==> src/hw/rtl/lx_pkg.sv <==
// ----------------------------------------------------------------------------
// Command line tokenizer package
// Shared result types, character codes and the per-byte lexing functions.
// ----------------------------------------------------------------------------
package lx_pkg;

    localparam int LX_MAX_ITEMS   = 6;
    localparam int LX_CNT_W       = $clog2(LX_MAX_ITEMS + 1);
    localparam int LX_QUEUE_DEPTH = 4;

    localparam logic [7:0] CH_SQUOTE = 8'h27;
    localparam logic [7:0] CH_DQUOTE = 8'h22;
    localparam logic [7:0] CH_GT     = 8'h3E;
    localparam logic [7:0] CH_LT     = 8'h3C;
    localparam logic [7:0] CH_PIPE   = 8'h7C;
    localparam logic [7:0] CH_TWO    = 8'h32;
    localparam logic [7:0] CH_SPACE  = 8'h20;
    localparam logic [7:0] CH_TAB    = 8'h09;
    localparam logic [7:0] CH_CR     = 8'h0D;

    typedef enum logic [1:0] {
        K_BYTE = 2'd0,
        K_WEND = 2'd1,
        K_OP   = 2'd2,
        K_DONE = 2'd3
    } t_kind;

    typedef enum logic [2:0] {
        OP_PIPE   = 3'd0,
        OP_GT     = 3'd1,
        OP_LT     = 3'd2,
        OP_APPEND = 3'd3,
        OP_ERR    = 3'd4
    } t_op;

    typedef struct packed {
        t_kind      kind;
        logic [7:0] word_byte;
        t_op        op;
    } t_item;

    // All results caused by one input word, in order
    typedef struct packed {
        t_item [LX_MAX_ITEMS-1:0] items;
        logic  [LX_CNT_W-1:0]     count;
    } t_bundle;

    typedef struct packed {
        logic       in_quote;
        logic       quote_dbl;
        logic [7:0] held_char;
        logic       held_valid;
        logic       word_open;
    } t_lex_state;

    typedef struct packed {
        t_lex_state st;
        t_bundle    bd;
    } t_work;

    typedef struct packed {
        logic    valid;
        t_bundle bundle;
    } t_q_push;

    typedef struct packed {
        logic full;
        logic empty;
    } t_q_status;

    function automatic logic lx_is_space(logic [7:0] c);
        return (c == CH_SPACE) || ((c >= CH_TAB) && (c <= CH_CR));
    endfunction

    function automatic t_work lx_emit(t_work w, t_kind k, logic [7:0] b, t_op op);
        t_work r;
        r = w;
        if (r.bd.count < LX_CNT_W'(LX_MAX_ITEMS)) begin
            r.bd.items[r.bd.count[$clog2(LX_MAX_ITEMS)-1:0]] = '{kind: k, word_byte: b, op: op};
            r.bd.count = r.bd.count + 1'b1;
        end
        return r;
    endfunction

    function automatic t_work lx_close(t_work w);
        t_work r;
        r = w;
        if (r.st.word_open) begin
            r = lx_emit(r, K_WEND, 8'h00, OP_PIPE);
            r.st.word_open = 1'b0;
        end
        return r;
    endfunction

    function automatic t_work lx_handle(t_work w, logic [7:0] c, logic may_hold);
        t_work r;
        r = w;
        if (r.st.in_quote) begin
            if (c == (r.st.quote_dbl ? CH_DQUOTE : CH_SQUOTE)) begin
                r.st.in_quote = 1'b0;
                r = lx_close(r);
            end else begin
                r = lx_emit(r, K_BYTE, c, OP_PIPE);
                r.st.word_open = 1'b1;
            end
        end else if (c == CH_SQUOTE || c == CH_DQUOTE) begin
            r = lx_close(r);
            r.st.in_quote  = 1'b1;
            r.st.quote_dbl = (c == CH_DQUOTE);
        end else if (lx_is_space(c)) begin
            r = lx_close(r);
        end else if (may_hold && (c == CH_GT || c == CH_TWO)) begin
            r.st.held_char  = c;
            r.st.held_valid = 1'b1;
        end else if (c == CH_PIPE) begin
            r = lx_close(r);
            r = lx_emit(r, K_OP, 8'h00, OP_PIPE);
        end else if (c == CH_GT) begin
            r = lx_close(r);
            r = lx_emit(r, K_OP, 8'h00, OP_GT);
        end else if (c == CH_LT) begin
            r = lx_close(r);
            r = lx_emit(r, K_OP, 8'h00, OP_LT);
        end else begin
            r = lx_emit(r, K_BYTE, c, OP_PIPE);
            r.st.word_open = 1'b1;
        end
        return r;
    endfunction

endpackage

==> src/hw/rtl/lx_front.sv <==
// ----------------------------------------------------------------------------
// Tokenizer front end
// Accepts input words, runs the lexer state and builds the result bundle.
// ----------------------------------------------------------------------------
module lx_front (
    input  logic              i_clk,
    input  logic              i_rst_n,
    input  logic              i_valid,
    output logic              o_ready,
    input  logic [7:0]        i_byte,
    input  logic              i_line_end,
    input  lx_pkg::t_q_status i_q_status,
    output lx_pkg::t_q_push   o_q_push
);
    import lx_pkg::*;

    t_lex_state r_st;
    t_lex_state n_st;
    t_work      w;
    logic       accept;

    assign o_ready = !i_q_status.full;
    assign accept  = i_valid && o_ready;

    always_comb begin
        w.st = r_st;
        w.bd = '0;
        if (r_st.held_valid) begin
            w.st.held_valid = 1'b0;
            w.st.held_char  = 8'h00;
            if ((r_st.held_char == CH_GT || r_st.held_char == CH_TWO) && i_byte == CH_GT) begin
                w = lx_close(w);
                w = lx_emit(w, K_OP, 8'h00, (r_st.held_char == CH_GT) ? OP_APPEND : OP_ERR);
            end else begin
                w = lx_handle(w, r_st.held_char, 1'b0);
                w = lx_handle(w, i_byte, !i_line_end);
            end
        end else begin
            w = lx_handle(w, i_byte, !i_line_end);
        end
        if (i_line_end) begin
            w    = lx_close(w);
            w    = lx_emit(w, K_DONE, 8'h00, OP_PIPE);
            w.st = '0;
        end
        n_st = accept ? w.st : r_st;
    end

    // drop words that produce nothing
    assign o_q_push.valid  = accept && (w.bd.count != '0);
    assign o_q_push.bundle = w.bd;

    always_ff @(posedge i_clk) begin
        if (!i_rst_n) begin
            r_st <= '0;
        end else begin
            r_st <= n_st;
        end
    end

endmodule

==> src/hw/rtl/lx_queue.sv <==
// ----------------------------------------------------------------------------
// Tokenizer bundle queue
// Short FIFO of result bundles between front end and serialiser.
// ----------------------------------------------------------------------------
module lx_queue #(
    parameter int DEPTH = lx_pkg::LX_QUEUE_DEPTH
) (
    input  logic              i_clk,
    input  logic              i_rst_n,
    input  lx_pkg::t_q_push   i_push,
    input  logic              i_pop,
    output lx_pkg::t_bundle   o_head,
    output lx_pkg::t_q_status o_status
);
    import lx_pkg::*;

    localparam int PW = $clog2(DEPTH);
    localparam int CW = $clog2(DEPTH + 1);

    t_bundle         r_mem [DEPTH];
    logic [PW-1:0]   r_wr;
    logic [PW-1:0]   r_rd;
    logic [CW-1:0]   r_cnt;
    logic [PW-1:0]   n_wr;
    logic [PW-1:0]   n_rd;
    logic [CW-1:0]   n_cnt;
    logic            do_push;
    logic            do_pop;

    assign o_status.full  = (r_cnt == CW'(DEPTH));
    assign o_status.empty = (r_cnt == '0);
    assign o_head         = r_mem[r_rd];

    assign do_push = i_push.valid && !o_status.full;
    assign do_pop  = i_pop && !o_status.empty;

    always_comb begin
        n_wr  = r_wr;
        n_rd  = r_rd;
        n_cnt = r_cnt;
        if (do_push) begin
            n_wr = (r_wr == PW'(DEPTH - 1)) ? '0 : r_wr + 1'b1;
        end
        if (do_pop) begin
            n_rd = (r_rd == PW'(DEPTH - 1)) ? '0 : r_rd + 1'b1;
        end
        if (do_push && !do_pop) begin
            n_cnt = r_cnt + 1'b1;
        end else if (do_pop && !do_push) begin
            n_cnt = r_cnt - 1'b1;
        end
    end

    always_ff @(posedge i_clk) begin
        if (do_push) begin
            r_mem[r_wr] <= i_push.bundle;
        end
    end

    always_ff @(posedge i_clk) begin
        if (!i_rst_n) begin
            r_wr  <= '0;
            r_rd  <= '0;
            r_cnt <= '0;
        end else begin
            r_wr  <= n_wr;
            r_rd  <= n_rd;
            r_cnt <= n_cnt;
        end
    end

endmodule

==> src/hw/rtl/lx_back.sv <==
// ----------------------------------------------------------------------------
// Tokenizer back end
// Serialises the head bundle into one result word per cycle while the sink is ready.
// ----------------------------------------------------------------------------
module lx_back (
    input  logic              i_clk,
    input  logic              i_rst_n,
    input  lx_pkg::t_bundle   i_head,
    input  lx_pkg::t_q_status i_q_status,
    output logic              o_pop,
    output logic              o_valid,
    input  logic              i_ready,
    output lx_pkg::t_item     o_item,
    output logic              o_last
);
    import lx_pkg::*;

    localparam int IW = $clog2(LX_MAX_ITEMS);

    logic          r_valid;
    t_item         r_item;
    logic          r_last;
    logic [IW-1:0] r_idx;
    logic          n_valid;
    logic [IW-1:0] n_idx;
    logic          load;
    logic          at_end;

    assign load   = (!r_valid || i_ready) && !i_q_status.empty;
    assign at_end = (LX_CNT_W'(r_idx) == i_head.count - 1'b1);
    assign o_pop  = load && at_end;

    always_comb begin
        n_valid = r_valid;
        n_idx   = r_idx;
        if (load) begin
            n_valid = 1'b1;
            n_idx   = at_end ? '0 : r_idx + 1'b1;
        end else if (i_ready) begin
            n_valid = 1'b0;
        end
    end

    // payload register, held while the sink stalls
    always_ff @(posedge i_clk) begin
        if (load) begin
            r_item <= i_head.items[r_idx];
            r_last <= at_end;
        end
    end

    always_ff @(posedge i_clk) begin
        if (!i_rst_n) begin
            r_valid <= 1'b0;
            r_idx   <= '0;
        end else begin
            r_valid <= n_valid;
            r_idx   <= n_idx;
        end
    end

    assign o_valid = r_valid;
    assign o_item  = r_item;
    assign o_last  = r_last;

endmodule

==> src/hw/rtl/shell_command_line_tokenizer_top.sv <==
// Path: results are registered in the bundle queue and then in the serialiser's output register.
// Throughput: one input word per cycle while the bundle queue has room; results
// leave at one word per cycle while the sink is ready, one word per result.
// The output serialiser sets the sustained rate; the queue absorbs bursts.
// Reset: synchronous active low; clears lexer state, queue pointers and output valid.
// ----------------------------------------------------------------------------
// Command line tokenizer top level
// Splits a byte stream into word bytes, word ends, operators and line done.
// ----------------------------------------------------------------------------
module shell_command_line_tokenizer_top #(
    parameter int QUEUE_DEPTH = lx_pkg::LX_QUEUE_DEPTH
) (
    input  logic        i_clk,
    input  logic        i_rst_n,
    input  logic        i_s_axis_tvalid,
    output logic        o_s_axis_tready,
    input  logic [7:0]  i_s_axis_tdata,   // [7:0] byte_in
    input  logic        i_s_axis_tlast,   // line_end
    output logic        o_m_axis_tvalid,
    input  logic        i_m_axis_tready,
    output logic [15:0] o_m_axis_tdata,   // [7:0] word_byte, [10:8] operator_code, rest 0
    output logic [1:0]  o_m_axis_tuser,   // [1:0] kind
    output logic        o_m_axis_tlast    // last
);
    import lx_pkg::*;

    t_q_push   q_push;
    t_q_status q_stat;
    t_bundle   q_head;
    logic      q_pop;
    t_item     out_item;

    lx_front u_front (
        .i_clk      (i_clk),
        .i_rst_n    (i_rst_n),
        .i_valid    (i_s_axis_tvalid),
        .o_ready    (o_s_axis_tready),
        .i_byte     (i_s_axis_tdata),
        .i_line_end (i_s_axis_tlast),
        .i_q_status (q_stat),
        .o_q_push   (q_push)
    );

    lx_queue #(
        .DEPTH (QUEUE_DEPTH)
    ) u_queue (
        .i_clk    (i_clk),
        .i_rst_n  (i_rst_n),
        .i_push   (q_push),
        .i_pop    (q_pop),
        .o_head   (q_head),
        .o_status (q_stat)
    );

    lx_back u_back (
        .i_clk      (i_clk),
        .i_rst_n    (i_rst_n),
        .i_head     (q_head),
        .i_q_status (q_stat),
        .o_pop      (q_pop),
        .o_valid    (o_m_axis_tvalid),
        .i_ready    (i_m_axis_tready),
        .o_item     (out_item),
        .o_last     (o_m_axis_tlast)
    );

    assign o_m_axis_tdata = {5'b0, out_item.op, out_item.word_byte};
    assign o_m_axis_tuser = out_item.kind;

    a_no_overflow: assert property (@(posedge i_clk) disable iff (!i_rst_n)
        q_push.valid |-> !q_stat.full)
        else $error("bundle pushed into a full queue");

    a_done_is_last: assert property (@(posedge i_clk) disable iff (!i_rst_n)
        (o_m_axis_tvalid && o_m_axis_tuser == K_DONE) |-> o_m_axis_tlast)
        else $error("line done word not marked last");

    a_byte_clear: assert property (@(posedge i_clk) disable iff (!i_rst_n)
        (o_m_axis_tvalid && o_m_axis_tuser != K_BYTE) |-> (o_m_axis_tdata[7:0] == 8'h00))
        else $error("non-byte word carries a character");

    a_pop_nonempty: assert property (@(posedge i_clk) disable iff (!i_rst_n)
        q_pop |-> !q_stat.empty)
        else $error("pop from an empty queue");

endmodule

==> config.mk <==
export PLATFORM = sky130hd
export DESIGN_NAME = shell_command_line_tokenizer_top
export DESIGN_NICKNAME = d
export VERILOG_FILES = /design/src/hw/rtl/lx_pkg.sv /design/src/hw/rtl/lx_front.sv /design/src/hw/rtl/lx_queue.sv /design/src/hw/rtl/lx_back.sv /design/src/hw/rtl/shell_command_line_tokenizer_top.sv
export SDC_FILE = /design/constraint.sdc
export NUM_CORES = 1
export LEC_CHECK = 0
export ABC_CLOCK_PERIOD_IN_PS = 14300
export BUFFER_PORTS_ARGS = -buffer_cell sky130_fd_sc_hd__buf_2
export CELL_PAD_IN_SITES_DETAIL_PLACEMENT = 1
export CELL_PAD_IN_SITES_GLOBAL_PLACEMENT = 1
export CORE_ASPECT_RATIO = 0.5
export CORE_MARGIN = 1
export CORE_UTILIZATION = 40
export DETAILED_ROUTE_END_ITERATION = 8
export PLACE_DENSITY = 0.67
export SLEW_MARGIN = 20
export SYNTH_ARGS = -nofsm -noshare
export SYNTH_HDL_FRONTEND = slang
export SYNTH_SLANG_ARGS = --single-unit
==> constraint.sdc <==
create_clock -name i_clk -period 14.3 [get_ports i_clk]
set_input_delay 0.715 -clock i_clk [delete_from_list [all_inputs] [get_ports i_clk]]
set_output_delay 0.715 -clock i_clk [all_outputs]
set_load 0.02 [all_outputs]
==> results of run 1 <==
-- registers in the layout, indices dropped and copies added, names as in the netlist, named ones only --
name / count
u_queue.r_mem: 244
u_back.o_item: 13
u_front.r_st: 12
u_back.r_idx: 3
u_queue.r_cnt: 3
u_queue.r_rd: 2
u_queue.r_wr: 2
u_back.o_last: 1
u_back.o_valid: 1
-- routing by layer --
metal	track usage (%)	wire length, um	vias to the layer above
li1	-	-	3895
met3	4.159	2168	65
met4	5.331	864	0
met5	0	0	-
met1	31.13	17370	4536
met2	32.56	16400	238
-- cell type report --
type / count / area, um^2
repair buffers: 41 / 237.7
clock buffers: 32 / 694.4
multi-input cells: 634 / 5221
inverters: 26 / 100.1
flip-flops and latches: 283 / 8253
fillers: 3352 / 18300
clock inverters: 18 / 160.2
well taps: 441 / 551.8
-- cell usage after synthesis (19+ instances only) --
cell type,number,area (um^2)
edfxtp_1,258,7747
nand2_1,79,296.5
mux4_2,73,1644
nor2_1,60,225.2
a21oi_1,47,235.2
clkbuf_1,38,142.6
o21ai_0,27,135.1
and2_1,25,156.4
dfxtp_1,25,500.5
nor3_1,24,120.1
inv_1,23,86.33
nor2b_1,20,125.1
nand3_1,19,95.09
-- cell families (layout without fill, tap and decap cells) --
family | after synthesis | after routing | share of synthesized area [%]
mux | 91 | 91 | 13.23
xor+xnor | 13 | 13 | 0.8249
other cells | 1 | 21 | 0.02717
flops | 283 | 283 | 59.75
simple gates | 297 | 297 | 11.39
fa+ha+maj | 15 | 15 | 1.414
buf+inv | 96 | 117 | 3.028
compound gates | 197 | 197 | 10.34
-- worst max path at each step --
stage,end,slack [ns]
5_1_grt,u_queue.r_cnt[2],6.55
3_5_place_dp,u_queue.r_cnt[2],7.30
3_3_place_gp,u_queue.r_cnt[2],7.61
6_report,u_queue.r_cnt[2],7.10
2_1_floorplan,u_queue.r_mem[0][0],7.59
4_1_cts,u_queue.r_cnt[2],7.14
-- stage by stage --
step | power (mW) | std cells
2_1_floorplan | 1.470 | 1013
3_3_place_gp | 1.617 | 1425
3_5_place_dp | 1.631 | 1425
4_1_cts | 2.335 | 1475
5_1_grt | 2.399 | 1475
6_report | 2.302 | 1475
-- power breakdown --
| group | internal [mW] | switching [mW] |
|---|---|---|
| sequential | 1.03 | 0.0472 |
| combinational | 0.240 | 0.282 |
| clock | 0.375 | 0.327 |
| total | 1.65 | 0.656 |
-- worst max-delay path: cells and delay by family, from the launching register on --
family / cells / cell delay [ns]
buffers and inverters: 3 / 0.24
xor gates and xnor gates: 1 / 0.18
AOI/OAI and AO/OA: 9 / 2.58
adders and majority gates: 5 / 1.79
muxes: 1 / 0.14
and+or+nand+nor: 7 / 1.47
DFF: 1 / 0.68
==> impl_metrics.csv, run 1 <==
group,metric,value,unit
status,status,"completed",
sta,tns,0,ns
synthesis,avgSynthCellArea,13.90,um^2
power,ir_drop,0.00009037,V
drt,first_pass_iters,4,
clocking,root_buffer,"clkbuf_16",
clocking,cts_resized,0,
sta,fin_crit,7.197,ns
clocking,clk-insertion-delay-late,0.58,ns
worst_setup_path,cp_slowest_cell,"dfxtp_1",
grt,grt_pass1_wl,56050,um
sta,clock_skew,0.03257,ns
sta,hold_viol_final,0,
clocking,holdBufCountCts,0,
power,pwr_density_cell,151.3,nW/um^2
clocking,clock-sinks,283,
drt,drt-total-wl,36800,um
worst_setup_path,cp_common_cell,"ha_1",
floorplan,die_height,133.4,um
drt,avgRoutedWirePerCell,24.95,um
sta,worst_slack,7.103,ns
floorplan,io_pins,34,
layout,nets,1041,
grt,antenna_found_initial,0,
synthesis,synthDistinctLibCells,102,
worst_setup_path,path_class,"reg -> reg",
sta,max_slew_margin,30.74,%
worst_hold_path,whs_endpoint,"u_back.o_valid",
sta,tightest_slew,1.037,ns
grt,grt_usage,21.23,%
synthesis,synth_edf_count,258,
drt,drc_errors,0,
worst_setup_path,reg2reg_slack,7.10,ns
worst_setup_path,crit_path_start_kind,"register",
floorplan,initial_core_util,41.18,%
worst_setup_path,crit_path_max_fanout,17,
clocking,h-tree-depth,1,
synthesis,synthesis.area,13800,um^2
worst_setup_path,crit_path_max_incr_delay,0.68,ns
worst_setup_path,rr_worst_depth,26,
layout,drive_gt1_share,19.05,%
grt,first_global_vias,9026,
synthesis,synth-seq-cells,283,
grt,grt_overflow,0,
grt,grt_max_degree,62,
layout,final_cell_mix,"edfxtp_1 (258), nand2_1 (79), mux4_2 (73), nor2_1 (60), a21oi_1 (46)",
worst_setup_path,r2r_end,"u_queue.r_cnt[2]",
worst_hold_path,min-delay-start,"i_m_axis_tready",
layout,area_growth,10.25,%
sta,holdWs,0.4523,ns
drt,num_vias,8734,
worst_setup_path,r2r-start,"u_front.r_st[4]",
job,max_cap_viol_count,0,
clocking,cts_buffers,27,
synthesis,ys.warnings.count,0,
worst_setup_path,arrival,7.68,ns
floorplan,die-width,264.7,um
placed_design,post_dp_cell_area,14360,um^2
synthesis,synthFlopType,"edfxtp_1",
drt,vias_per_cell,5.921,
worst_hold_path,hold_path.class,"in -> reg",
worst_hold_path,hold_path_depth,4,
sta,setup_violations,0,
worst_setup_path,required,14.78,ns
sta,clock.fmax,0.1389,GHz
floorplan,dieArea,35300,um^2
placed_design,place.gp.congestion,0.8881,
clocking,clock_path_buffers,3,
worst_setup_path,end_kind,"register",
synthesis,async_flop_share,0,%
clocking,cts_setup_buffers,0,
floorplan,core,33520,um^2
worst_setup_path,worstSetupStartpoint,"u_front.r_st[4]",
drt,drt_iter0_drc,639,
placed_design,io_buffer_count,28,
synthesis,synth-seq-area-share,59.75,%
sta,finalCritPeriodShare,50.33,%
power,p_leak,4.947,nW
layout,final_util,45.40,%
layout,final_common_cell,"edfxtp_1",
clocking,clk_pin_slew,0.07,ns
sta,rsz0062_at_grt,"false",
placed_design,dp_hpwl,24200,um
layout,fin_area,15220,um^2
placed_design,pre_cts_slack,7.303,ns
drt,antenna_left,0,
floorplan,num_rows,47,
clocking,cts_tree,"done",
layout,diodes,0,
sta,slew_violations,0,
synthesis,synthCells,993,
No activity file was read; power rests on OpenSTA's default activity.
==> run 2, diff against run 1 <==
--- a/config.mk
+++ b/config.mk
@@ -5,7 +5,7 @@
 export SDC_FILE = /design/constraint.sdc
 export NUM_CORES = 1
 export LEC_CHECK = 0
-export ABC_CLOCK_PERIOD_IN_PS = 14300
+export ABC_CLOCK_PERIOD_IN_PS = 6090
 export BUFFER_PORTS_ARGS = -buffer_cell sky130_fd_sc_hd__buf_2
 export CELL_PAD_IN_SITES_DETAIL_PLACEMENT = 1
 export CELL_PAD_IN_SITES_GLOBAL_PLACEMENT = 1
@@ -13,7 +13,7 @@
 export CORE_MARGIN = 1
 export CORE_UTILIZATION = 40
 export DETAILED_ROUTE_END_ITERATION = 8
-export PLACE_DENSITY = 0.67
+export PLACE_DENSITY = 0.7
 export SLEW_MARGIN = 20
 export SYNTH_ARGS = -nofsm -noshare
 export SYNTH_HDL_FRONTEND = slang
==> constraint.sdc (replaced) <==
create_clock -name i_clk -period 6.09 [get_ports i_clk]
set_input_delay 0.3045 -clock i_clk [delete_from_list [all_inputs] [get_ports i_clk]]
set_output_delay 0.3045 -clock i_clk [all_outputs]
set_load 0.02 [all_outputs]
==> impl_metrics.csv, run 2 (synthesis results as in run 1) <==
group,metric,value,unit
grt,grt_overflow,0,
worst_setup_path,end_kind,"register",
placed_design,io_buffer_count,28,
drt,vias_per_cell,5.937,
layout,final_common_cell,"edfxtp_1",
clocking,clk-insertion-delay-late,0.57,ns
drt,avgRoutedWirePerCell,24.95,um
layout,largest_register_ffs,244,
sta,max_slew_margin,37.60,%
clocking,clk_pin_slew,0.07,ns
layout,stdcell_count,1508,
layout,final_cell_mix,"edfxtp_1 (258), nand2_1 (79), mux4_2 (73), nor2_1 (59), a21oi_1 (45)",
sta,clock_skew,0.01681,ns
clocking,cts_buffers,27,
power,p_leak,5.120,nW
clocking,cts_tree,"done",
worst_hold_path,hold_path.class,"in -> reg",
grt,grt_usage,21.63,%
drt,drc_errors,0,
floorplan,num_rows,47,
clocking,clock-sinks,283,
worst_setup_path,rr_worst_depth,23,
drt,num_vias,8953,
grt,antenna_found_initial,0,
placed_design,dp_cells,1453,
sta,holdWs,0.03436,ns
sta,slew_violations,0,
grt,grt_pass1_wl,57680,um
sta,tightest_slew,0.9288,ns
floorplan,core,33520,um^2
floorplan,io_pins,34,
drt,drt-total-wl,37620,um
status,status,"completed",
worst_setup_path,path_class,"reg -> reg",
power,ir_drop,0.0002260,V
sta,finalCritPeriodShare,94.54,%
sta,fin_crit,5.758,ns
worst_hold_path,hold_path_depth,4,
placed_design,post_dp_cell_area,14620,um^2
placed_design,place.gp.congestion,0.9190,
power,pwr_density_cell,347.2,nW/um^2
layout,regMostFlops,"u_queue.r_mem",
grt,grt_max_degree,62,
worst_setup_path,required,6.59,ns
floorplan,initial_core_util,41.18,%
layout,area_growth,12.62,%
layout,fillers,3372,
sta,setup_violations,0,
grt,first_global_vias,9334,
clocking,h-tree-depth,1,
sta,clock.fmax,0.1737,GHz
worst_setup_path,crit_path_max_fanout,8,
floorplan,die_height,133.4,um
clocking,root_buffer,"clkbuf_16",
worst_setup_path,arrival,6.26,ns
layout,drive_gt1_share,22.31,%
layout,fin_area,15540,um^2
sta,hold_viol_final,0,
drt,antenna_left,0,
clocking,clock_path_buffers,3,
job,max_cap_viol_count,0,
floorplan,die-width,264.7,um
layout,diodes,0,
layout,nets,1075,
worst_setup_path,crit_path_start_kind,"register",
placed_design,dp_hpwl,24900,um
drt,first_pass_iters,5,
floorplan,dieArea,35300,um^2
drt,drt_iter0_drc,849,
## run 2: changes by cell type in the layout (fill, tap and decap cells not counted), sizes merged
cell / change
buf: +34
clkbuf: -4
clkinv: +2
clkinvlp: +2
inv: -1
## run 2: metrics by stage
stage | total power [mW] | setup TNS (ns) | util [%] | setup slack [ns]
final | 5.398 | 0 | 46.38 | 0.3323
after floorplan | 3.446 | 0 | - | 0.03823
after detailed placement | 3.838 | -0.09706 | 43.63 | -0.09706
after global placement | 3.790 | 0 | 43.63 | 0.1997
after CTS | 5.464 | 0 | 46.17 | 0.01431
after global routing | 5.625 | -0.03897 | 46.38 | -0.03897
## run 2: final timing paths
| kind | startpoint | endpoint | slack, ns |
|---|---|---|---|
| worst max-delay path | u_front.r_st[7] | u_queue.r_cnt[2] | 0.33 |
| worst min-delay path | i_m_axis_tready | u_back.o_valid | 0.03 |
| worst max register to register | u_front.r_st[7] | u_queue.r_cnt[2] | 0.33 |
| worst min register to register | u_back.o_valid | u_back.o_valid | 0.50 |
## run 2: worst max-delay path: stages (launching register included)
cell,delay (ns)
dfxtp_2,0.35
or3_1,0.40
or3_4,0.36
a21boi_4,0.16
nor2_2,0.07
o221a_2,0.32
ha_1,0.32
o21ai_2,0.17
ha_1,0.19
nand2_1,0.06
a41oi_1,0.20
a31oi_1,0.09
o31ai_2,0.63
nand2_1,0.26
nand3_1,0.16
o21ai_1,0.11
a211oi_2,0.29
o31a_1,0.21
ha_2,0.19
inv_1,0.06
fa_1,0.43
xor2_1,0.18
or3_1,0.32
a21boi_1,0.14
## run 2: routing by layer
metal	part of all wire [%]	vias up	global-route usage, %
li1	-	3967	-
met1	46	4634	31.02
met2	45	300	34.21
met3	6.6	52	4.418
met4	2.0	0	4.592
met5	0	-	0
## run 2: area by class of cell
class / count / area [um^2] / share of cell area [%]
clock buffer: 28 / 679.4 / 4.371
clock inverter: 21 / 158.9 / 1.022
inverter: 26 / 100.1 / 0.6439
multi-input combinational: 634 / 5256 / 33.81
sequential: 283 / 8255 / 53.11
tap: 441 / 551.8 / 3.550
timing repair buffer: 75 / 543.0 / 3.493
## run 2: repair_timing
item,in CTS,in global routing
pin swaps,1,8
hold buffers,0,0
endpoints found under the setup margin,1,47
setup buffers,1,5
gates resized for setup,1,9
## run 2: where the power goes
part / leakage, nW / internal (mW) / total [mW] / switching (mW)
Clock: 0.404 / 0.866 / 1.61 / 0.749
Sequential: 2.62 / 2.42 / 2.53 / 0.110
Combinational: 2.10 / 0.583 / 1.25 / 0.670
